<file path="config.mk">
export PLATFORM = sky130hd
export DESIGN_NAME = vdlc_queue
export DESIGN_NICKNAME = d
export VERILOG_FILES = /design/src/design/vdlc_pkg.sv /design/src/design/vdlc_queue.sv
export SDC_FILE = /design/constraint.sdc
export NUM_CORES = 1
export LEC_CHECK = 0
export ABC_AREA = 1
export BUFFER_PORTS_ARGS = -buffer_cell sky130_fd_sc_hd__buf_2
export CORE_AREA = 2 2 260 262
export DETAILED_ROUTE_END_ITERATION = 7
export DIE_AREA = 0 0 262 264
export SETUP_SLACK_MARGIN = 0.4
export SYNTH_ARGS = -nofsm -noshare
export SYNTH_HDL_FRONTEND = slang
export SYNTH_SLANG_ARGS = --single-unit
</file>
<file path="constraint.sdc">
create_clock -name i_clk -period 5 [get_ports i_clk]
set_clock_uncertainty 0.2 [all_clocks]
set_input_delay 1 -clock i_clk [delete_from_list [all_inputs] [get_ports i_clk]]
set_output_delay 1 -clock i_clk [all_outputs]
set_load 0.02 [all_outputs]
</file>
<file path="src/design/vdlc_pkg.sv">
`timescale 1ns / 1ps
`default_nettype none
// ----------------------------------------------------------------------------
// vdlc_pkg
// Shared types, widths and helpers of the L2 / cosine distance engine.
// ----------------------------------------------------------------------------
package vdlc_pkg;

    localparam int MAX_LENGTH   = 1024;
    localparam int ELEMENT_BITS = 16;
    localparam int IN_W         = 16;
    localparam int SIGN_BITS    = (ELEMENT_BITS < IN_W) ? ELEMENT_BITS : IN_W;
    localparam int CNT_W        = $clog2(MAX_LENGTH + 1);

    localparam int DSQ_W  = 43;
    localparam int DOT_W  = 42;
    localparam int NORM_W = 41;
    localparam int DIST_W = 43;

    localparam int Q_DEPTH = 4;
    localparam int Q_AW    = $clog2(Q_DEPTH);

    // cosine unit
    localparam int MAG_W       = DOT_W;
    localparam int PROD_W      = 2 * MAG_W;
    localparam int MCNT_W      = $clog2(MAG_W);
    localparam int SRCH_BITS   = 31;
    localparam int SRCH_SHIFT  = 2 * (SRCH_BITS - 1);
    localparam int KCNT_W      = $clog2(SRCH_BITS);
    localparam int WIDE_W      = 145;
    localparam logic [DIST_W-1:0] ONE_Q30 = DIST_W'(64'd1 << 30);
    localparam logic [DIST_W-1:0] TWO_Q30 = DIST_W'(64'd1 << 31);

    typedef struct packed {
        logic signed [IN_W-1:0] elem_a;
        logic signed [IN_W-1:0] elem_b;
        logic                   last_elem;
    } t_in_item;

    typedef struct packed {
        logic [DIST_W-1:0] distance;
        logic              overflow;
    } t_out_item;

    // classified transaction between front and back
    typedef struct packed {
        logic                     acc;
        logic                     last;
        logic [2*IN_W-1:0]        dsq;
        logic signed [2*IN_W-1:0] ab;
        logic [2*IN_W-2:0]        aa;
        logic [2*IN_W-2:0]        bb;
    } t_work;

    typedef struct packed {
        logic start;
        logic ack;
    } t_cos_ctl;

    typedef struct packed {
        logic              done;
        logic [DIST_W-1:0] result;
    } t_cos_sts;

    function automatic logic signed [IN_W-1:0] sext(input logic [IN_W-1:0] x);
        logic signed [SIGN_BITS-1:0] t;
        t = x[SIGN_BITS-1:0];
        return IN_W'(t);
    endfunction

endpackage
`default_nettype wire

</file>
<file path="src/design/vdlc_queue.sv">
`timescale 1ns / 1ps
`default_nettype none
// ----------------------------------------------------------------------------
// vdlc_queue
// Short FIFO of classified transactions between front and back.
// ----------------------------------------------------------------------------
module vdlc_queue (
    input  wire logic           i_clk,
    input  wire logic           i_rst_n,
    input  wire logic           i_push,
    input  wire vdlc_pkg::t_work i_wdata,
    output logic                o_full,
    input  wire logic           i_pop,
    output vdlc_pkg::t_work     o_rdata,
    output logic                o_empty
);
    import vdlc_pkg::*;

    t_work           r_mem [Q_DEPTH];
    logic [Q_AW-1:0] r_wp;
    logic [Q_AW-1:0] r_rp;
    logic [Q_AW:0]   r_cnt;

    assign o_full  = (r_cnt == (Q_AW+1)'(Q_DEPTH));
    assign o_empty = (r_cnt == '0);
    assign o_rdata = r_mem[r_rp];

    always_ff @(posedge i_clk) begin
        if (i_push) begin
            r_mem[r_wp] <= i_wdata;
        end
    end

    always_ff @(posedge i_clk) begin
        if (!i_rst_n) begin
            r_wp  <= '0;
            r_rp  <= '0;
            r_cnt <= '0;
        end else begin
            if (i_push) begin
                r_wp <= r_wp + Q_AW'(1);
            end
            if (i_pop) begin
                r_rp <= r_rp + Q_AW'(1);
            end
            if (i_push && !i_pop) begin
                r_cnt <= r_cnt + (Q_AW+1)'(1);
            end else if (!i_push && i_pop) begin
                r_cnt <= r_cnt - (Q_AW+1)'(1);
            end
        end
    end

endmodule
`default_nettype wire

</file>
==> metrics.txt <==
outcome=finished, final reports clean; Post-CTS Resized=0; worst r2r src=r_wp[0]$_SDFFE_PN0P_; Pwr per Cell Area=420 mW/mm^2; core area=0.0666 sq mm; die width=262 um; Post-synth EDFFs=512; pin count of the biggest net entering global routing=143; Hold WC Path Type=reg2reg; Crit path max-delay family=buffers and inverters; top cell type's share of synthesized area=77.8%; MaxCap Viol Count=0; sequential area share after synthesis=78.7%; CTS sink cnt=521; num rows=95; top post-synthesis cells by area=edfxtp_1 (78%), nor2_1 (4.4%), o21ai_0 (3.7%); Die Area=0.0692 sq mm; P&R area growth vs syn=19.2%; Via Count=11,700; CP required=3.80 ns; fin crit period=3.85 ns; Rel. slew slack=43.0%; met2 WL=22,600 um; Ys Warns=0; most frequent cells in the layout=edfxtp_1 (512), buf_2 (261), nor2_1 (231), o21ai_0 (146), o21ai_1 (116); GRT Total Usage=13.0%; FILL cells=6,371; leakage=8.02 nW; CTS hold repair buffers=0; final core utilization=35.4%; vias in the first global route=12,100; vias per cell=4.74; Setup Fix Bufs, Post-CTS=0; Critical-path top delay cell=buf_4; Slew @ Worst Pin=0.855 ns; Net Count, Synth=1,434; area leader, netlist=edfxtp_1; IO Pins=262; clock transition at the registers of the reported paths=0.06 ns; worst r2r path cells=5; Max Clk Rate=260 MHz; worst hold start=r_rp[1]$_SDFFE_PN0P_; worst path cell trace=inv_4, buf_4, o21ai_1, o22ai_1, buf_2; cell count after synthesis=1,296; initial antenna violation count=10; arrival time worst endpoint=2.65 ns; CTS Buffer Depth=3; Initial Utilization=29.7%; CP bufs+invs=3; first-pass detailed-route iteration total=5; Peak VDD IR=0.285 mV; Avg Inst Size Synth=15.3 sq um; n_diodes=0; fin. max-slew vios=0; CP Capture Type=output port; Final GP Congestion=0.709; Slowest Stage Delay on Critical Path=0.65 ns; final setup TNS=0 ns; routed length on met3=3630 um; grt ovf=0; hold path depth=1; met1 WL=18,500 um; Mapped Area=0.0198 sq mm; Die Y=264 um; unrepaired setup endpoints after global routing=no; CTS tree=built; WP depth=5; CTS Buf Count=56; startpoint types=flop; FF+latch count, synth=521; IO Port Bufs=261; antenna violation net count after detailed routing=0; top_reg_cell synth=edfxtp_1; CP Max Fanout=63; max layer used=met5; Synth cell types=25; DRC errors left=0; Final Cycle Share=77.0%; most common cell after layout, fill and taps aside=edfxtp_1; total wire length=45,900 um; Final Hold Viols=0; first-pass GRT wire length=69,100 um; total power=9.90 mW; clk_lat worst skew=0.59 ns; Root Buffer=clkbuf_16; Iter 0 DRT Violations=923; ys async rst share=0%; Crit Path Category=reg2out; nets=1,685; drt wl/cell=18.6 um; layout cells sized above 1=27.4%; CTS H-tree lvls=2; Post-DP HPWL=25,000 um; final setup fails=0
## final cells by class
type,count,area [sq um],area share [%]
Sequential cell,521,15600,66.0
Inverter,17,93.8,0.398
Multi-Input combinational cell,674,3570,15.2
Clock inverter,33,244,1.04
Clock buffer,67,1460,6.21
Tap cell,873,1090,4.63
Timing Repair Buffer,277,1540,6.53
## cells in the mapped netlist (4+ instances only)
cell type / n
edfxtp_1: 512
nor2_2: 30
buf_12: 4
dfxtp_1: 9
nor2_1: 231
a21oi_1: 4
buf_4: 9
o22ai_1: 88
ha_1: 5
clkbuf_1: 34
o21ai_1: 116
o22ai_2: 40
o21ai_0: 146
nand2_1: 9
buf_6: 17
buf_2: 17
inv_1: 14
## state kept, by name (all words and copies together), names as in the netlist, named ones only
name	cells
r_cnt	3
r_mem	512
r_rp	2
r_wp	2
## per-stage QoR
step / setup WS, ns / instance area, sq um / hold slack, ns / instances
after floorplan: 0.820 / 19800 / 0.218 / 1296
after global placement: 1.68 / 21900 / 0.217 / 2362
after detailed placement: 1.68 / 21900 / 0.232 / 2362
after CTS: 1.01 / 23600 / 0.241 / 2462
after global routing: 0.902 / 23600 / 0.259 / 2462
final: 1.15 / 23600 / 0.241 / 2462
## report_power, final
part	switching, mW	internal, mW
sequential	0.0504	5.00
combinational	0.719	0.301
clock	1.65	2.19
total	2.42	7.49
## final timing paths
| check | to | slack [ns] |
|---|---|---|
| worst max-delay path | o_rdata[37] | 1.15 |
| worst min-delay path | flop | 0.24 |
| worst max register to register | r_mem[0][20]$_DFFE_PP_ | 2.69 |
| worst min register to register | flop | 0.24 |
## routing by layer
metal	track usage (%)	vias to the layer above
met3	4.58	96
met4	3.91	20
met2	22.3	281
met5	0	-
met1	15.2	5843
li1	-	5420
## cell families after synthesis
logic type / count (synthesis) / share of synthesized area (%)
flip-flops: 521 / 78.7
adder cells (fa/ha/maj): 6 / 0.418
AND/OR/NAND/NOR: 274 / 5.61
buffers and inverters: 101 / 3.24
AO/OA/AOI/OAI: 394 / 12.0
Power figures use the tool's default switching activity.
