**src/design/vdlc_pkg.sv**
```systemverilog
`timescale 1ns / 1ps
`default_nettype none
// ----------------------------------------------------------------------------
// vdlc_pkg
// Shared types, widths and helpers of the L2 / cosine distance engine.
// ----------------------------------------------------------------------------
package vdlc_pkg;

    localparam int MAX_LENGTH   = 1024;
    localparam int ELEMENT_BITS = 16;
    localparam int IN_W         = 16;
    localparam int SIGN_BITS    = (ELEMENT_BITS < IN_W) ? ELEMENT_BITS : IN_W;
    localparam int CNT_W        = $clog2(MAX_LENGTH + 1);

    localparam int DSQ_W  = 43;
    localparam int DOT_W  = 42;
    localparam int NORM_W = 41;
    localparam int DIST_W = 43;

    localparam int Q_DEPTH = 4;
    localparam int Q_AW    = $clog2(Q_DEPTH);

    // cosine unit
    localparam int MAG_W       = DOT_W;
    localparam int PROD_W      = 2 * MAG_W;
    localparam int MCNT_W      = $clog2(MAG_W);
    localparam int SRCH_BITS   = 31;
    localparam int SRCH_SHIFT  = 2 * (SRCH_BITS - 1);
    localparam int KCNT_W      = $clog2(SRCH_BITS);
    localparam int WIDE_W      = 145;
    localparam logic [DIST_W-1:0] ONE_Q30 = DIST_W'(64'd1 << 30);
    localparam logic [DIST_W-1:0] TWO_Q30 = DIST_W'(64'd1 << 31);

    typedef struct packed {
        logic signed [IN_W-1:0] elem_a;
        logic signed [IN_W-1:0] elem_b;
        logic                   last_elem;
    } t_in_item;

    typedef struct packed {
        logic [DIST_W-1:0] distance;
        logic              overflow;
    } t_out_item;

    // classified transaction between front and back
    typedef struct packed {
        logic                     acc;
        logic                     last;
        logic [2*IN_W-1:0]        dsq;
        logic signed [2*IN_W-1:0] ab;
        logic [2*IN_W-2:0]        aa;
        logic [2*IN_W-2:0]        bb;
    } t_work;

    typedef struct packed {
        logic start;
        logic ack;
    } t_cos_ctl;

    typedef struct packed {
        logic              done;
        logic [DIST_W-1:0] result;
    } t_cos_sts;

    function automatic logic signed [IN_W-1:0] sext(input logic [IN_W-1:0] x);
        logic signed [SIGN_BITS-1:0] t;
        t = x[SIGN_BITS-1:0];
        return IN_W'(t);
    endfunction

endpackage
`default_nettype wire

```
**src/design/vdlc_front.sv**
```systemverilog
`timescale 1ns / 1ps
`default_nettype none
// ----------------------------------------------------------------------------
// vdlc_front
// Accepts element pairs, counts them against the length limit and forms
// the four products.
// ----------------------------------------------------------------------------
module vdlc_front (
    input  wire logic              i_clk,
    input  wire logic              i_rst_n,
    input  wire logic              i_valid,
    output logic                   o_ready,
    input  wire vdlc_pkg::t_in_item i_item,
    input  wire logic              i_q_full,
    output logic                   o_push,
    output vdlc_pkg::t_work        o_work
);
    import vdlc_pkg::*;

    logic [CNT_W-1:0]         r_cnt;
    logic [CNT_W-1:0]         n_cnt;
    logic signed [IN_W-1:0]   w_a;
    logic signed [IN_W-1:0]   w_b;
    logic signed [IN_W:0]     w_d;
    logic signed [2*IN_W+1:0] w_dsq;
    logic signed [2*IN_W-1:0] w_aa;
    logic signed [2*IN_W-1:0] w_bb;
    logic                     w_acc;

    assign w_a   = sext(i_item.elem_a);
    assign w_b   = sext(i_item.elem_b);
    assign w_d   = (IN_W+1)'(w_a) - (IN_W+1)'(w_b);
    assign w_dsq = w_d * w_d;
    assign w_aa  = w_a * w_a;
    assign w_bb  = w_b * w_b;
    assign w_acc = (r_cnt < CNT_W'(MAX_LENGTH));

    assign o_ready = !i_q_full;
    assign o_push  = i_valid && !i_q_full;

    always_comb begin
        o_work.acc  = w_acc;
        o_work.last = i_item.last_elem;
        o_work.dsq  = w_dsq[2*IN_W-1:0];
        o_work.ab   = w_a * w_b;
        o_work.aa   = w_aa[2*IN_W-2:0];
        o_work.bb   = w_bb[2*IN_W-2:0];
    end

    always_comb begin
        n_cnt = r_cnt;
        if (o_push) begin
            if (i_item.last_elem) begin
                n_cnt = '0;
            end else if (w_acc) begin
                n_cnt = r_cnt + CNT_W'(1);
            end
        end
    end

    always_ff @(posedge i_clk) begin
        if (!i_rst_n) begin
            r_cnt <= '0;
        end else begin
            r_cnt <= n_cnt;
        end
    end

endmodule
`default_nettype wire

```
**config.mk**
```make
export PLATFORM = sky130hd
export DESIGN_NAME = vdlc_front
export DESIGN_NICKNAME = d
export VERILOG_FILES = /design/src/design/vdlc_pkg.sv /design/src/design/vdlc_front.sv
export SDC_FILE = /design/constraint.sdc
export NUM_CORES = 2
export LEC_CHECK = 0
export ABC_AREA = 1
export BUFFER_PORTS_ARGS = -buffer_cell sky130_fd_sc_hd__clkbuf_2
export CAP_MARGIN = 40
export CORE_AREA = 2 2 381 458
export CTS_CLUSTER_DIAMETER = 200
export DETAILED_ROUTE_END_ITERATION = 16
export DIE_AREA = 0 0 383 460
export GPL_TIMING_DRIVEN = 0
export PLACE_DENSITY = 0.35
export SLEW_MARGIN = 10
export SYNTH_ARGS = -nofsm -noshare
export SYNTH_HDL_FRONTEND = slang
export SYNTH_SLANG_ARGS = --single-unit
```
**constraint.sdc**
```tcl
create_clock -name i_clk -period 21.6 [get_ports i_clk]
set_input_delay 2.16 -clock i_clk [delete_from_list [all_inputs] [get_ports i_clk]]
set_output_delay 2.16 -clock i_clk [all_outputs]
set_load 0.1 [all_outputs]
```
==> results.md <==
- Run status: complete, no violations
- Worst Reg2Reg Path Length in Cells: 9
- Worst-path clk slew: 0.04 ns
- Worst path arrival time: 11.25 ns
- Final Max Tran Viols: 0
- RSZ-0062 raised after global routing: false
- Initial core utilization: 22.8%
- Combined area of all synthesized cells: 0.0393 sq mm
- Resize count post-CTS: 0
- Setup Crit Path Kind: in2out
- Count of flip-flops with a built-in enable after synthesis: 0
- Worst hold path depth: 2
- Type of origin of the critical path: input pin
- Final critical-path required period: 13.41 ns
- Flip-flop count of the largest register, all copies and words added: 11
- Setup-violating endpoint count in the final report: 0
- Peak per-stage delay on the critical path: 0.64 ns
- Sequential-to-total area share from yosys stat: 0.561%
- Area share of fa/ha/maj cells after synthesis: 61.8%
- Hold WC Path Type: reg2reg
- Critical path's slowest cell: fa_1
- Critical path required time: 19.44 ns
- Via count of the first global-routing pass: 34.3k
- Number of cell rows: 167
- Half-perimeter wire length after detailed placement: 125000 um
- Die Span Y: 460 um
- Worst-Skew Late Latency: 0.24 ns
- Library cells used by synthesis: 51
- Area fraction in compound gates after synthesis: 4.32%
- Crit share post-route: 62.1%
- Die footprint: 0.176 sq mm
- Type of element capturing the critical path: output pin
- Clock tree from TritonCTS: done
- Port bufs: 163
- Total congestion overflow after global routing: 0
- Post-synthesis share of cell area spent on and, or, nand and nor gates: 13.3%
- Via density per instance: 4.12
- Average size of a mapped cell: 8.13 sq um
- Avg WL per Cell: 18.8 um
- Count of hold buffers inserted by post-cts repair: 0
- Combinational family with the most area after synthesis: adder cells
- RD Place Congestion: 0.860
- Width of the die: 383 um
- Count of antenna diodes in the layout: 0
- Final layout net count: 6435
- Fraction of layout cells with a size suffix above 1: 5.54%
- Count of TritonRoute iterations in the first routing pass: 5
- WL final: 138000 um
- Synthesis-to-finish area growth: 11.4%
- Max FO, Critical Path: 10
- Antenna viol nets, final: 0
- CTS Root Buffer Type: clkbuf_16
- Portion of netlist area occupied by mux cells: 0%
- CTS buffer count: 3
- CTS Buffer Depth: 2
- Number of hold-slack violations in the final timing report: 0
- First-iteration detailed-routing DRC count: 1320
- Via count: 30.2k
- Synth Register Bits: 11
- Max Clock Skew: 0.000772 ns
- H-tree Lvls: 1
- Largest net degree at the start of global routing: 13
- Top_reg_cell synth: dfxtp_1
- Register containing the most flip-flops in the final layout: r_cnt
- Registers with the highest flip-flop counts: r_cnt (11)
- First-pass GRT wire length: 213000 um
- Number of antenna violations at the first check in global routing: 11
- Max-cap violation count: 0
- Slew of the pin with the lowest slew margin: 0.941 ns
- Share of the synthesized netlist area taken by xor and xnor gates: 3.56%
- Post-route DRC violation count: 0
- Max-slew headroom at the worst pin: 37.3%
- Post-CTS setup-driven buffer insertion count: 0
- Number of warning messages in the yosys log: 0
- Top achievable clock speed: 0.0746 GHz
- Sum of negative setup slack: 0 ns
- Area inside the core boundary: 0.172 sq mm
- Instance count of the mapped netlist: 4829
- Clock Sinks: 11
- Top-level I/O count: 167
- Global-route usage over all layers: 16.0%
- Post-synthesis async set-or-reset flop share: 0%
## worst max-delay path, delay by kind of cell
family                   cells  cell delay, ns
buffers and inverters       12            2.58
AO/OA/AOI/OAI                4            0.68
AND/OR/NAND/NOR              6            1.67
adder cells (fa/ha/maj)      9            4.13
## cell usage after synthesis, drive strengths merged, types with 32 or more instances
master / n / area [sq um]
nor2: 238 / 906
xnor2: 59 / 517
fa: 988 / 19800
ha: 358 / 4480
a21oi: 149 / 753
buf: 32 / 180
nand2: 893 / 3360
nor3: 36 / 180
o21ai: 77 / 389
clkbuf: 93 / 349
xor2: 96 / 882
nand3: 88 / 440
inv: 1583 / 5940
## metrics by stage
step / instances / hold WS (ns) / util [%] / setup WS, ns / area, sq um
floorplan: 4831 / 0.447 / - / 9.65 / 39300
global placement: 7275 / 0.470 / 25.0 / 7.18 / 43000
detailed placement: 7328 / 0.478 / 25.4 / 7.98 / 43700
CTS: 7332 / 0.487 / 25.4 / 7.97 / 43700
global route: 7332 / 0.524 / 25.4 / 7.59 / 43700
finish: 7332 / 0.481 / 25.4 / 8.19 / 43700
## final timing paths
check                endpoint  slack (ns)       start
hold / removal       r_cnt[6]        0.48    r_cnt[6]
hold reg to reg      r_cnt[6]        0.48    r_cnt[6]
setup reg to reg     r_cnt[9]       20.06   r_cnt[10]
setup / recovery  o_work[125]        8.19  i_item[17]
## routing by layer
| layer | GRT usage (%) | part of all wire [%] | vias up |
|---|---|---|---|
| met5 | 0 | 0.051 | - |
| met4 | 1.80 | 1.4 | 14 |
| met3 | 1.01 | 2.8 | 90 |
| met2 | 30.5 | 53 | 438 |
| met1 | 20.3 | 43 | 15532 |
| li1 | - | - | 14148 |
## final cells by class
type | instances | area [sq um]
clock buffers | 3 | 75.1
fillers | 19155 | 128000
repair buffers | 216 | 1510
clock inverters | 1 | 5.00
well taps | 2281 | 2850
multi-input cells | 3111 | 32600
plain buffers | 125 | 529
inverters | 1584 | 5950
flip-flops and latches | 11 | 220
## logic make-up after synthesis
kind of cell,count (synthesis)
buf+inv,1709
fa+ha+maj,1346
simple gates,1308
compound gates,299
xor+xnor,155
flops,11
other cells,1
## placed cells by master, fill, tap and decap left out, types with 14 or more instances in the layout
cell	n
fa_1	988
nor3_1	36
xor2_1	92
xnor2_1	59
o21ai_0	74
inv_1	1569
clkbuf_2	163
ha_1	358
a21oi_1	147
nand4_1	24
nor2_1	234
buf_8	27
nand3_1	88
buf_6	27
a21o_1	14
clkbuf_1	93
nand2_1	891
inv_2	14
o21bai_1	19
Power is left out: the tool's default activity adds up to more than one toggle a clock period on the data nets, which glitch-free logic cannot reach.
