### src/design/vdlc_pkg.sv
`timescale 1ns / 1ps
`default_nettype none
// ----------------------------------------------------------------------------
// vdlc_pkg
// Shared types, widths and helpers of the L2 / cosine distance engine.
// ----------------------------------------------------------------------------
package vdlc_pkg;

    localparam int MAX_LENGTH   = 1024;
    localparam int ELEMENT_BITS = 16;
    localparam int IN_W         = 16;
    localparam int SIGN_BITS    = (ELEMENT_BITS < IN_W) ? ELEMENT_BITS : IN_W;
    localparam int CNT_W        = $clog2(MAX_LENGTH + 1);

    localparam int DSQ_W  = 43;
    localparam int DOT_W  = 42;
    localparam int NORM_W = 41;
    localparam int DIST_W = 43;

    localparam int Q_DEPTH = 4;
    localparam int Q_AW    = $clog2(Q_DEPTH);

    // cosine unit
    localparam int MAG_W       = DOT_W;
    localparam int PROD_W      = 2 * MAG_W;
    localparam int MCNT_W      = $clog2(MAG_W);
    localparam int SRCH_BITS   = 31;
    localparam int SRCH_SHIFT  = 2 * (SRCH_BITS - 1);
    localparam int KCNT_W      = $clog2(SRCH_BITS);
    localparam int WIDE_W      = 145;
    localparam logic [DIST_W-1:0] ONE_Q30 = DIST_W'(64'd1 << 30);
    localparam logic [DIST_W-1:0] TWO_Q30 = DIST_W'(64'd1 << 31);

    typedef struct packed {
        logic signed [IN_W-1:0] elem_a;
        logic signed [IN_W-1:0] elem_b;
        logic                   last_elem;
    } t_in_item;

    typedef struct packed {
        logic [DIST_W-1:0] distance;
        logic              overflow;
    } t_out_item;

    // classified transaction between front and back
    typedef struct packed {
        logic                     acc;
        logic                     last;
        logic [2*IN_W-1:0]        dsq;
        logic signed [2*IN_W-1:0] ab;
        logic [2*IN_W-2:0]        aa;
        logic [2*IN_W-2:0]        bb;
    } t_work;

    typedef struct packed {
        logic start;
        logic ack;
    } t_cos_ctl;

    typedef struct packed {
        logic              done;
        logic [DIST_W-1:0] result;
    } t_cos_sts;

    function automatic logic signed [IN_W-1:0] sext(input logic [IN_W-1:0] x);
        logic signed [SIGN_BITS-1:0] t;
        t = x[SIGN_BITS-1:0];
        return IN_W'(t);
    endfunction

endpackage
`default_nettype wire

### src/design/vdlc_cos.sv
`timescale 1ns / 1ps
`default_nettype none
// ----------------------------------------------------------------------------
// vdlc_cos
// Exact cosine distance: shift-add products, then bit-by-bit root search.
// ----------------------------------------------------------------------------
module vdlc_cos (
    input  wire logic                     i_clk,
    input  wire logic                     i_rst_n,
    input  wire vdlc_pkg::t_cos_ctl       i_ctl,
    input  wire logic [vdlc_pkg::NORM_W-1:0] i_aa,
    input  wire logic [vdlc_pkg::NORM_W-1:0] i_bb,
    input  wire logic signed [vdlc_pkg::DOT_W-1:0] i_dot,
    output vdlc_pkg::t_cos_sts            o_sts
);
    import vdlc_pkg::*;

    typedef enum logic [2:0] {
        ST_IDLE, ST_MUL, ST_SETUP, ST_CAND, ST_TEST, ST_DONE
    } t_state;

    t_state                r_state;
    logic                  r_neg;
    logic [PROD_W-1:0]     r_px;
    logic [MAG_W-1:0]      r_py;
    logic [PROD_W-1:0]     r_mx;
    logic [MAG_W-1:0]      r_my;
    logic [PROD_W-1:0]     r_p;
    logic [PROD_W-1:0]     r_d;
    logic [MCNT_W-1:0]     r_mcnt;
    logic [WIDE_W-1:0]     r_s;
    logic [WIDE_W-1:0]     r_v;
    logic [WIDE_W-1:0]     r_u;
    logic [WIDE_W-1:0]     r_cand;
    logic [SRCH_BITS-1:0]  r_m;
    logic [KCNT_W-1:0]     r_k;
    logic [DIST_W-1:0]     r_res;

    logic [MAG_W-1:0]      w_mag;
    logic [WIDE_W-1:0]     w_rhs;
    logic                  w_ok;
    logic [SRCH_BITS-1:0]  w_m;
    logic [SRCH_BITS:0]    w_n;
    logic [WIDE_W:0]       w_vsum;
    logic [DIST_W-1:0]     w_res;

    assign w_mag  = i_dot[DOT_W-1] ? (~MAG_W'(i_dot) + MAG_W'(1)) : MAG_W'(i_dot);
    assign w_rhs  = WIDE_W'(r_d) << SRCH_SHIFT;
    // negative dot: largest m with m^2*aa*bb <= rhs; else largest with < rhs
    assign w_ok   = r_neg ? (r_cand <= w_rhs) : (r_cand < w_rhs);
    assign w_m    = w_ok ? (r_m | (SRCH_BITS'(1) << r_k)) : r_m;
    assign w_n    = {1'b0, w_m} + (SRCH_BITS+1)'(1);
    assign w_vsum = {1'b0, r_v} + (w_ok ? {r_u, 1'b0} : '0);

    always_comb begin
        if (r_neg) begin
            w_res = w_m[SRCH_BITS-1] ? TWO_Q30 : ONE_Q30 + DIST_W'(w_m);
        end else begin
            w_res = (w_n >= (SRCH_BITS+1)'(ONE_Q30)) ? '0 : ONE_Q30 - DIST_W'(w_n);
        end
    end

    assign o_sts.done   = (r_state == ST_DONE);
    assign o_sts.result = r_res;

    always_ff @(posedge i_clk) begin
        if (!i_rst_n) begin
            r_state <= ST_IDLE;
        end else begin
            case (r_state)
                ST_IDLE: begin
                    if (i_ctl.start) begin
                        r_neg  <= i_dot[DOT_W-1];
                        r_px   <= PROD_W'(i_aa);
                        r_py   <= MAG_W'(i_bb);
                        r_mx   <= PROD_W'(w_mag);
                        r_my   <= w_mag;
                        r_p    <= '0;
                        r_d    <= '0;
                        r_mcnt <= '0;
                        if (i_aa == '0 || i_bb == '0 || i_dot == '0) begin
                            r_res   <= ONE_Q30;
                            r_state <= ST_DONE;
                        end else begin
                            r_state <= ST_MUL;
                        end
                    end
                end
                ST_MUL: begin
                    r_p    <= r_p + (r_py[0] ? r_px : '0);
                    r_d    <= r_d + (r_my[0] ? r_mx : '0);
                    r_px   <= r_px << 1;
                    r_mx   <= r_mx << 1;
                    r_py   <= r_py >> 1;
                    r_my   <= r_my >> 1;
                    r_mcnt <= r_mcnt + MCNT_W'(1);
                    if (r_mcnt == MCNT_W'(MAG_W - 1)) begin
                        r_state <= ST_SETUP;
                    end
                end
                ST_SETUP: begin
                    r_s     <= '0;
                    r_v     <= '0;
                    r_u     <= WIDE_W'(r_p) << SRCH_SHIFT;
                    r_m     <= '0;
                    r_k     <= KCNT_W'(SRCH_BITS - 1);
                    r_state <= ST_CAND;
                end
                ST_CAND: begin
                    r_cand  <= r_s + r_v + r_u;
                    r_state <= ST_TEST;
                end
                ST_TEST: begin
                    if (w_ok) begin
                        r_s <= r_cand;
                    end
                    r_m <= w_m;
                    r_v <= w_vsum[WIDE_W:1];
                    r_u <= r_u >> 2;
                    if (r_k == '0) begin
                        r_res   <= w_res;
                        r_state <= ST_DONE;
                    end else begin
                        r_k     <= r_k - KCNT_W'(1);
                        r_state <= ST_CAND;
                    end
                end
                ST_DONE: begin
                    if (i_ctl.ack) begin
                        r_state <= ST_IDLE;
                    end
                end
                default: r_state <= ST_IDLE;
            endcase
        end
    end

endmodule
`default_nettype wire

### config.mk
export PLATFORM = sky130hd
export DESIGN_NAME = vdlc_cos
export DESIGN_NICKNAME = d
export VERILOG_FILES = /design/src/design/vdlc_pkg.sv /design/src/design/vdlc_cos.sv
export SDC_FILE = /design/constraint.sdc
export NUM_CORES = 2
export LEC_CHECK = 0
export ABC_AREA = 1
export BUFFER_PORTS_ARGS = -buffer_cell sky130_fd_sc_hd__buf_2
export CORE_MARGIN = 2
export CORE_UTILIZATION = 60
export CTS_CLUSTER_DIAMETER = 30
export CTS_CLUSTER_SIZE = 12
export DETAILED_ROUTE_END_ITERATION = 8
export PLACE_DENSITY_LB_ADDON = 0.3
export REMOVE_ABC_BUFFERS = 1
export SLEW_MARGIN = 20
export SYNTH_ARGS = -nofsm -noshare
export SYNTH_HDL_FRONTEND = slang
export SYNTH_SLANG_ARGS = --single-unit
### constraint.sdc
create_clock -name i_clk -period 53.3 [get_ports i_clk]
set_input_delay 13.325 -clock i_clk [delete_from_list [all_inputs] [get_ports i_clk]]
set_output_delay 13.325 -clock i_clk [all_outputs]
set_load 0.03 [all_outputs]
==> flow_metrics.tcl <==
set metrics [dict create \
    cts.path.max_buffers 4 \
    rr_endpoint "r_v[134]" \
    synthArstFlopShare_pct 0 \
    antenna_left 0 \
    drv_slew 0 \
    syn_area_per_cell_sq_um 7.49 \
    portBuffers 171 \
    reg2reg_setup_slack_ns 42.12 \
    critPathMaxStageDelay_ns 0.46 \
    ir_worst_vdd_uv 28.8 \
    outcome "complete, but fails checks" \
    netlist_area_sq_mm 0.0843 \
    drc_errors 1 \
    synth_cells 11300 \
    finalCritPeriodShare_pct 32.1 \
    std_cell_rows 137 \
    cp-start-kind "primary input" \
    place_congestion 1.05 \
    ys_seq_elements 1077 \
    min_period_ns 17.12 \
    wl_per_cell_um 22.3 \
    yosysWarnings 0 \
    cpMaxStageDelayCell "a21oi_4" \
    die-area_sq_mm 0.144 \
    area_growth_pct 14.6 \
    slew_headroom_pct 8.30 \
    drive_gt1_share_pct 6.58 \
    reg2reg_from "r_d[78]" \
    fin_skew_ns 0.0652 \
    hpwl_um 234000 \
    io_pins 172 \
    violations "design-rule violations" \
    hold_end "r_py[21]" \
    final-hold-violation-count 0 \
    crit_arrival_ns 17.69 \
    p_per_area_mw_per_mm2 34.9 \
    cts_buffers 297 \
    required_ns 53.87 \
    antenna_found_initial 18 \
    cp_cell_sequence "buf_2 -> inv_1 -> ha_1 -> inv_1 -> nor3_1 -> nand2_1 -> nor3_1 -> inv_1 -> nor3_1 -> inv_1 -> nor3_1 -> nand3_1 -> inv_1 -> nand3_1 -> nor2_1 -> nand3b_1 -> nor2_1 -> nand3_1 -> o311ai_4 -> nand2_1 -> a21oi_4 -> buf_16" \
    synthDistinctLibCells 59 \
    cts_hold_buf 0 \
    p_leak_uw 0.0458 \
    routed_wl_um 305000 \
    viasPerCell 5.93 \
    post_cts_resized 0 \
    path_class "in -> reg" \
    fp.dieH_um 379 \
    end_kind "register" \
    fmax_ghz 0.0584 \
    synth_edf_count 1074 \
    clock_latency_ns 0.90 \
    clock-root-buffer "clkbuf_16" \
    clock_sinks 1077 \
    seq_area_frac_synth_pct 38.3 \
    grt_max_degree 177 \
    total_power_uw 3370 \
    crit_path_frequent_cell "inv_1" \
    drtPass1Iterations 9 \
    utilization_pct 69.2 \
    fp.dieW_um 379 \
    fin_nets 12400 \
    setup_viol 0 \
    hold_path_class "reg -> reg" \
    grt_pass1_wl_um 458000 \
    hp-start "r_py[22]" \
    rsz0062_at_grt "no" \
    gr-total-overflow 0 \
    synth_flop_cell "edfxtp_1" \
    tightestPinTransition_ns 1.36 \
    stdcell_count 13700 \
    critPathMaxFanout 23 \
    ctsHtreeMaxLevel 5 \
    start_util_pct 60.4 \
    grt_usage_pct 42.0 \
    dpl.cell_count 13200 \
    hold_path_depth 2 \
    core_area_sq_mm 0.140 \
    tns_ns 0 \
    cts_setup_buffers 0 \
    maxCapViolCount 0 \
    reg2reg_depth 35 \
    grt_pass1_vias 79400 \
    vias 81100 \
    path_clk_slew_ns 0.05 \
    drt-initial-drc-count 9714 \
    cts_tree "built" \
]
-- cell usage in the layout, fill, tap and decap left out, types with 227 or more instances in the layout --
| cell | Yosys | layout |
|---|---|---|
| a21oi_1 | 1269 | 1267 |
| a31oi_1 | 281 | 280 |
| clkbuf_16 | 0 | 303 |
| edfxtp_1 | 1074 | 1074 |
| ha_1 | 547 | 547 |
| inv_1 | 2346 | 2345 |
| nand2_1 | 1937 | 1937 |
| nand3_1 | 227 | 227 |
| nor2_1 | 1733 | 1729 |
| o21ai_0 | 673 | 670 |
-- where the power goes --
| part | total (uW) | switching [uW] | internal (uW) |
|---|---|---|---|
| registers | 1060 | 43.5 | 1010 |
| logic | 612 | 435 | 178 |
| clock network | 1700 | 551 | 1150 |
| total | 3370 | 1030 | 2340 |
-- synthesized netlist by cell type (all sizes together), types with 12 or more instances --
library cell,count,area (sq um)
edfxtp,1074,32300
buf,32,233
fa,148,2960
a21oi,1270,6370
nor4,49,307
inv,2354,8840
a21o,41,308
ha,547,6840
xor2,103,902
nand4,56,357
o21a,143,1070
a31oi,281,1760
o21bai,24,180
o21ai,677,3390
nand2,1983,7590
clkbuf,158,593
nand3,241,1290
o211ai,18,135
xnor2,78,683
nand3b,13,97.6
o31ai,12,90.1
o221ai,17,149
a21boi,34,255
nor3,82,415
nor2,1770,6800
-- worst max path at each step --
stage          startpoint         to  slack, ns  cells past startpoint
3_3_place_gp     i_dot[1]  r_res[14]      35.28                     21
3_5_place_dp     i_dot[1]  r_res[16]      35.08                     21
2_1_floorplan  r_state[1]     r_d[0]       6.09                      3
5_1_grt          i_dot[1]  r_res[13]      35.86                     22
4_1_cts          i_dot[1]  r_res[13]      35.96                     21
6_report         i_dot[1]  r_res[13]      36.18                     22
-- cell type report --
class,count,area (sq um)
Antenna cell,4,10.0
Clock buffer,343,7740
Clock inverter,170,1670
Fill cell,11700,42900
Inverter,2355,8860
Multi-Input combinational cell,7635,42400
Sequential cell,1077,32300
Tap cell,1876,2350
Timing Repair Buffer,215,1240
-- cell families (layout without fill, tap and decap cells) --
logic type,Yosys count,count (layout),synth area share [%]
and+or+nand+nor,4207,4207,20.1
AOI/OAI and AO/OA,2552,2552,16.6
buffers and inverters,2545,3083,11.5
DFF,1077,1077,38.3
adders and majority gates,695,695,11.6
xor gates and xnor gates,181,181,1.88
other,0,4,0
-- critical path, delay by kind of cell --
| family | cells | cell delay [ns] |
|---|---|---|
| buffers and inverters | 7 | 0.77 |
| AO/OA/AOI/OAI | 2 | 0.85 |
| AND/OR/NAND/NOR | 12 | 2.52 |
| adder cells (fa/ha/maj) | 1 | 0.18 |
-- sequential cells by signal (all words and copies together), names as in the netlist, 84 cells and up --
signal and cells:
r_cand 145, r_d 84, r_mx 84, r_p 84, r_px 84, r_s 145, r_u 144, r_v 145
-- metal layers --
| metal | wire (um) | vias up | GRT usage [%] | part of all wire (%) |
|---|---|---|---|---|
| met5 | 140 | - | 0.206 | 0.046 |
| met4 | 25000 | 14 | 29.2 | 8.2 |
| met3 | 29700 | 1230 | 9.38 | 9.7 |
| met2 | 138000 | 4641 | 67.3 | 45 |
| met1 | 112000 | 37600 | 50.2 | 37 |
| li1 | - | 37600 | - | - |
-- through the flow --
step,instance area [sq um],hold slack [ns],worst slack [ns]
finish,96600,0.517,36.18
CTS,96500,0.518,35.96
global route,96600,0.514,35.86
floorplan,83500,0.494,6.09
detailed placement,87100,0.509,35.08
global placement,87100,0.500,35.28
Power figures use the tool's default switching activity.
