[src/design/vdlc_pkg.sv]
`timescale 1ns / 1ps
`default_nettype none
// ----------------------------------------------------------------------------
// vdlc_pkg
// Shared types, widths and helpers of the L2 / cosine distance engine.
// ----------------------------------------------------------------------------
package vdlc_pkg;

    localparam int MAX_LENGTH   = 1024;
    localparam int ELEMENT_BITS = 16;
    localparam int IN_W         = 16;
    localparam int SIGN_BITS    = (ELEMENT_BITS < IN_W) ? ELEMENT_BITS : IN_W;
    localparam int CNT_W        = $clog2(MAX_LENGTH + 1);

    localparam int DSQ_W  = 43;
    localparam int DOT_W  = 42;
    localparam int NORM_W = 41;
    localparam int DIST_W = 43;

    localparam int Q_DEPTH = 4;
    localparam int Q_AW    = $clog2(Q_DEPTH);

    // cosine unit
    localparam int MAG_W       = DOT_W;
    localparam int PROD_W      = 2 * MAG_W;
    localparam int MCNT_W      = $clog2(MAG_W);
    localparam int SRCH_BITS   = 31;
    localparam int SRCH_SHIFT  = 2 * (SRCH_BITS - 1);
    localparam int KCNT_W      = $clog2(SRCH_BITS);
    localparam int WIDE_W      = 145;
    localparam logic [DIST_W-1:0] ONE_Q30 = DIST_W'(64'd1 << 30);
    localparam logic [DIST_W-1:0] TWO_Q30 = DIST_W'(64'd1 << 31);

    typedef struct packed {
        logic signed [IN_W-1:0] elem_a;
        logic signed [IN_W-1:0] elem_b;
        logic                   last_elem;
    } t_in_item;

    typedef struct packed {
        logic [DIST_W-1:0] distance;
        logic              overflow;
    } t_out_item;

    // classified transaction between front and back
    typedef struct packed {
        logic                     acc;
        logic                     last;
        logic [2*IN_W-1:0]        dsq;
        logic signed [2*IN_W-1:0] ab;
        logic [2*IN_W-2:0]        aa;
        logic [2*IN_W-2:0]        bb;
    } t_work;

    typedef struct packed {
        logic start;
        logic ack;
    } t_cos_ctl;

    typedef struct packed {
        logic              done;
        logic [DIST_W-1:0] result;
    } t_cos_sts;

    function automatic logic signed [IN_W-1:0] sext(input logic [IN_W-1:0] x);
        logic signed [SIGN_BITS-1:0] t;
        t = x[SIGN_BITS-1:0];
        return IN_W'(t);
    endfunction

endpackage
`default_nettype wire

[src/design/vdlc_back.sv]
`timescale 1ns / 1ps
`default_nettype none
// ----------------------------------------------------------------------------
// vdlc_back
// Saturating accumulators, result selection and the output register.
// ----------------------------------------------------------------------------
module vdlc_back (
    input  wire logic             i_clk,
    input  wire logic             i_rst_n,
    input  wire logic             i_metric,
    input  wire vdlc_pkg::t_work  i_work,
    input  wire logic             i_q_empty,
    output logic                  o_pop,
    output vdlc_pkg::t_cos_ctl    o_cos_ctl,
    input  wire vdlc_pkg::t_cos_sts i_cos_sts,
    output logic [vdlc_pkg::NORM_W-1:0] o_aa,
    output logic [vdlc_pkg::NORM_W-1:0] o_bb,
    output logic signed [vdlc_pkg::DOT_W-1:0] o_dot,
    output logic                  o_out_valid,
    input  wire logic             i_out_ready,
    output vdlc_pkg::t_out_item   o_out_item
);
    import vdlc_pkg::*;

    typedef enum logic {ST_ACC, ST_COS} t_state;

    t_state                    r_state;
    logic [DSQ_W-1:0]          r_dsq;
    logic signed [DOT_W-1:0]   r_dot;
    logic [NORM_W-1:0]         r_na;
    logic [NORM_W-1:0]         r_nb;
    logic                      r_ovf;
    logic                      r_ovf_hold;
    logic                      r_out_valid;
    t_out_item                 r_out_item;

    logic [DSQ_W-1:0]          n_dsq;
    logic signed [DOT_W-1:0]   n_dot;
    logic [NORM_W-1:0]         n_na;
    logic [NORM_W-1:0]         n_nb;
    logic                      n_ovf;
    logic [DSQ_W:0]            w_sdsq;
    logic signed [DOT_W:0]     w_sdot;
    logic [NORM_W:0]           w_sna;
    logic [NORM_W:0]           w_snb;
    logic                      w_out_free;
    logic                      w_last;
    logic                      w_load;

    assign w_sdsq = {1'b0, r_dsq} + (DSQ_W+1)'(i_work.dsq);
    assign w_sdot = (DOT_W+1)'(r_dot) + (DOT_W+1)'(i_work.ab);
    assign w_sna  = {1'b0, r_na} + (NORM_W+1)'(i_work.aa);
    assign w_snb  = {1'b0, r_nb} + (NORM_W+1)'(i_work.bb);

    always_comb begin
        n_dsq = r_dsq;
        n_dot = r_dot;
        n_na  = r_na;
        n_nb  = r_nb;
        n_ovf = r_ovf;
        if (i_work.acc) begin
            n_dsq = w_sdsq[DSQ_W] ? '1 : w_sdsq[DSQ_W-1:0];
            n_na  = w_sna[NORM_W] ? '1 : w_sna[NORM_W-1:0];
            n_nb  = w_snb[NORM_W] ? '1 : w_snb[NORM_W-1:0];
            if (w_sdot[DOT_W] != w_sdot[DOT_W-1]) begin
                n_dot = w_sdot[DOT_W] ? {1'b1, {(DOT_W-1){1'b0}}}
                                      : {1'b0, {(DOT_W-1){1'b1}}};
            end else begin
                n_dot = w_sdot[DOT_W-1:0];
            end
        end else begin
            n_ovf = 1'b1;
        end
    end

    assign w_out_free = !r_out_valid || i_out_ready;
    assign w_last     = i_work.last;
    assign o_pop      = (r_state == ST_ACC) && !i_q_empty
                        && (!w_last || i_metric || w_out_free);

    assign o_cos_ctl.start = o_pop && w_last && i_metric;
    assign o_cos_ctl.ack   = (r_state == ST_COS) && i_cos_sts.done && w_out_free;
    assign o_aa  = n_na;
    assign o_bb  = n_nb;
    assign o_dot = n_dot;

    // output register is reloaded this cycle
    assign w_load = ((r_state == ST_ACC) && o_pop && w_last && !i_metric)
                    || o_cos_ctl.ack;

    assign o_out_valid = r_out_valid;
    assign o_out_item  = r_out_item;

    always_ff @(posedge i_clk) begin
        if (!i_rst_n) begin
            r_state     <= ST_ACC;
            r_dsq       <= '0;
            r_dot       <= '0;
            r_na        <= '0;
            r_nb        <= '0;
            r_ovf       <= 1'b0;
            r_out_valid <= 1'b0;
        end else begin
            if (r_out_valid && i_out_ready && !w_load) begin
                r_out_valid <= 1'b0;
            end
            case (r_state)
                ST_ACC: begin
                    if (o_pop) begin
                        if (w_last) begin
                            r_dsq <= '0;
                            r_dot <= '0;
                            r_na  <= '0;
                            r_nb  <= '0;
                            r_ovf <= 1'b0;
                            if (i_metric) begin
                                r_ovf_hold <= n_ovf;
                                r_state    <= ST_COS;
                            end else begin
                                r_out_item.distance <= DIST_W'(n_dsq);
                                r_out_item.overflow <= n_ovf;
                                r_out_valid         <= 1'b1;
                            end
                        end else begin
                            r_dsq <= n_dsq;
                            r_dot <= n_dot;
                            r_na  <= n_na;
                            r_nb  <= n_nb;
                            r_ovf <= n_ovf;
                        end
                    end
                end
                ST_COS: begin
                    if (o_cos_ctl.ack) begin
                        r_out_item.distance <= i_cos_sts.result;
                        r_out_item.overflow <= r_ovf_hold;
                        r_out_valid         <= 1'b1;
                        r_state             <= ST_ACC;
                    end
                end
                default: r_state <= ST_ACC;
            endcase
        end
    end

endmodule
`default_nettype wire

[config.mk]
export PLATFORM = sky130hd
export DESIGN_NAME = vdlc_back
export DESIGN_NICKNAME = d
export VERILOG_FILES = /design/src/design/vdlc_pkg.sv /design/src/design/vdlc_back.sv
export SDC_FILE = /design/constraint.sdc
export NUM_CORES = 1
export LEC_CHECK = 0
export ABC_CLOCK_PERIOD_IN_PS = 3800
export BUFFER_PORTS_ARGS = -buffer_cell sky130_fd_sc_hd__buf_4
export CAP_MARGIN = 10
export CORE_MARGIN = 1.5
export CORE_UTILIZATION = 45
export CTS_BUF_LIST = sky130_fd_sc_hd__clkbuf_16
export DETAILED_ROUTE_END_ITERATION = 10
export GPL_TIMING_DRIVEN = 0
export HOLD_SLACK_MARGIN = 0.06
export PLACE_DENSITY = 0.7
export SETUP_SLACK_MARGIN = 0.02
export SYNTH_ARGS = -nofsm -noshare
export SYNTH_HDL_FRONTEND = slang
export SYNTH_SLANG_ARGS = --single-unit
[constraint.sdc]
create_clock -name i_clk -period 3.8 [get_ports i_clk]
set_input_delay 0.38 -clock i_clk [delete_from_list [all_inputs] [get_ports i_clk]]
set_output_delay 0.38 -clock i_clk [all_outputs]
set_load 0.02 [all_outputs]
==> metrics.md <==
| Metric | Value |
|---|---|
| Status | `finished with violations` |
| Failing checks | `negative setup slack` |
| Final cycle utilization of the critical path | `1.11` |
| Die H | `200 um` |
| Post-synth top area cell | `dfxtp_1` |
| Top cells by area, synth | `dfxtp_1 (19%), ha_1 (9.7%), edfxtp_1 (7.7%)` |
| Final Worst Setup Slack | `-0.415 ns` |
| HP Class | `in2reg` |
| CTS tree | `built` |
| Util after Layout | `0.682` |
| Vias in the first global route | `19,917` |
| Cell count after synthesis | `2,241` |
| CP Launch Type | `flop` |
| Yosys cell types | `89` |
| First-pass GRT wire length | `112 mm` |
| DP Area | `0.0208 mm2` |
| DR pass1 iterations | `5` |
| Sequential share of power | `0.299` |
| Site row count | `72` |
| Total congestion overflow | `0` |
| DR vias | `20,619` |
| Leak pwr | `11.1 nW` |
| CTS clk-pin slew, worst paths | `0.06 ns` |
| Logic pwr share | `0.366` |
| Initial core utilization | `0.454` |
| Post-Syn Area | `0.0175 mm2` |
| CTS Buffer Depth | `3` |
| CTS H-tree lvls | `1` |
| CP Data Arrival Time | `3.83 ns` |
| Routed Antenna Nets | `0` |
| Fin. max-slew vios | `0` |
| Critical Path Slowest Stage Cell | `fa_2` |
| Core area | `0.0386 mm2` |
| Ys async rst share | `0` |
| Setup crit end kind | `output pin` |
| NetSw | `0.00288 W` |
| Top-area cell type share of the netlist area | `0.194` |
| Hpwl dp | `53.0 mm` |
| Seq/Total Area, Yosys | `0.272` |
| Overall global routing resource usage | `0.354` |
| Die width | `200 um` |
| Crit-path cells | `ha_4 > inv_2 > fa_2 > nor2b_4 > o31ai_4 > a211oi_2 > o21ai_2 > a211oi_2 > o21ai_2 > o31ai_2 > and3_1 > and3_4 > mux2_4 > buf_6` |
| Cell Pwr Density | `315 mW/mm2` |
| Normalized max-slew margin | `0.0685` |
| Worst slew pin tran | `1.40 ns` |
| Cell internal pwr | `0.00541 W` |
| Ys Warns | `0` |
| Port Buffer Count | `348` |
| CP max stage delay | `0.36 ns` |
| Die ar. | `0.0401 mm2` |
| Layout cell share with drive strength beyond 1 | `0.343` |
| Largest net degree at the start of global routing | `30` |
| Routed WL | `77.3 mm` |
| Root Driver | `clkbuf_16` |
| Critical path class | `reg2out` |
| Clk_lat worst skew | `0.57 ns` |
| Clock Power Share | `0.334` |
| Max Clock Skew | `0.0179 ns` |
| RSZ-0062 raised after global routing | `yes` |
| VDD IR max | `309 uV` |
| Nets | `3,096` |
| Clock buffer count from CTS | `27` |
| Most common cell in the synthesized netlist | `nand2_1` |
| RePlAce Congestion | `0.983` |
| Syn nets | `2,558` |
| Setup_tns | `-20.83 ns` |
| First-iteration detailed-routing DRC count | `1,566` |
| Most frequent cells after synthesis | `nand2_1 (231), nor2_1 (217), a21oi_1 (208)` |
| Via density | `6.20` |
| Switching power share of the total | `0.347` |
| Post-Layout Inst Area | `0.0263 mm2` |
| Synthesized area per cell | `7.81 um2` |
| CTS Sinks | `215` |
| Crit path required time | `3.42 ns` |
| Max Fclk | `237 MHz` |
| CP max FO | `2` |
| Synth Flop Type | `dfxtp_1` |
| Boundary Pins | `349` |
| Layout area overhead | `50.1%` |
| Shortest period the worst path allows | `4.21 ns` |
| Max-capacitance violation count | `0` |
| Hold Violations, Final | `0` |
| Hold_buf cts | `0` |
| Number of flops mapped to enable cells by yosys | `45` |
| Final Setup Violations | `92` |
| Yosys reg bits | `215` |
| Initial antenna violation count | `8` |
| Hold Worst Slack | `0.0847 ns` |
| DR DRC count | `0` |
| Routed WL per cell | `23.3 um` |
[final timing paths]
kind,start,endpoint,slack (ns),depth (start not counted)
setup / recovery,r_na[0],o_aa[36],-0.41,14
hold reg to reg,r_ovf,r_ovf,0.47,2
hold / removal,i_cos_sts[34],o_out_item[35],0.08,2
setup reg to reg,r_dot[0],r_dot[30],-0.07,21
[power groups by stage]
stage | Sequential, W | Clock, W | Combinational, W
floorplan | 0.00252 | 0 | 0.00131
global placement | 0.00251 | 0 | 0.00211
detailed placement | 0.00251 | 0 | 0.00213
CTS | 0.00247 | 0.00277 | 0.00255
global route | 0.00249 | 0.00286 | 0.00319
finish | 0.00248 | 0.00277 | 0.00304
[sequential cells by signal (all words and copies together), names as in the netlist]
name         flops
o_out_item      44
r_dsq           43
r_dot           42
r_na            41
r_nb            41
o_out_valid      1
r_ovf            1
r_ovf_hold       1
r_state          1
[cells by family (layout without fill, tap and decap cells)]
logic type	after synthesis	after routing	share of synthesized area
compound gates	865	865	0.321
xor+xnor	122	122	0.0615
fa+ha+maj	150	150	0.108
buf+inv	186	744	0.0432
flops	215	215	0.272
mux	36	36	0.0229
other cells	0	5	0
simple gates	667	668	0.173
[layout make-up]
cell class                      count  area, um2
Antenna cell                        5       12.5
Buffer                            113        699
Clock buffer                       27        676
Clock inverter                     23        244
Fill cell                        3039      12300
Inverter                           64        240
Multi-Input combinational cell   1841      14500
Sequential cell                   215       4790
Tap cell                          518        648
Timing Repair Buffer              517       4480
[routing by layer]
layer	track usage	part of all wire	vias to the layer above
li1	-	-	9391
met1	0.406	0.37	9776
met2	0.602	0.47	1105
met3	0.0721	0.083	345
met4	0.224	0.072	2
met5	0	0.00017	-
[worst max-delay path, delay by kind of cell (launching register included)]
| family | cells | cell delay [ns] |
|---|---|---|
| AO/OA/AOI/OAI | 6 | 1.28 |
| AND/OR/NAND/NOR | 3 | 0.61 |
| adder cells (fa/ha/maj) | 2 | 0.50 |
| flip-flops | 1 | 0.35 |
| multiplexers | 1 | 0.33 |
| buffers and inverters | 2 | 0.18 |
[cell usage in the layout, fill, tap and decap left out, drive strengths merged, types with 8 or more instances in the layout]
cell       n
a21oi    211
xnor2     76
and2      20
nor3      21
buf      546
a211oi    29
a31oi     58
nand2b    25
nor2b     15
a21boi     9
dfxtp    170
o2bb2ai   16
a311oi     8
o21a      28
ha       136
a21o      70
o211ai    15
nand3     46
maj3      10
and3      22
a22o      72
o21ai    217
mux2      32
nand2    234
o31ai     24
nor2     219
edfxtp    45
clkbuf   110
xor2      46
inv       72
or2       10
o21bai    19
nand4     24
or3       10
o22ai     17
a211o     10
[through the flow]
step / setup slack [ns] / instances / power, W
final: -0.415 / 3323 / 0.00828
after global routing: -0.538 / 3321 / 0.00853
after detailed placement: -0.855 / 3109 / 0.00465
after floorplan: 0.249 / 2241 / 0.00383
after CTS: -0.393 / 3258 / 0.00780
after global placement: -0.857 / 3107 / 0.00463
[timing repair]
item | CTS | global route
resized for setup | 388 | 299
endpoints found under the setup margin | 203 | 169
cloned | 5 | 3
pin swaps | 96 | 119
buffers inserted | 100 | 67
(Power assumes the default switching activity.)
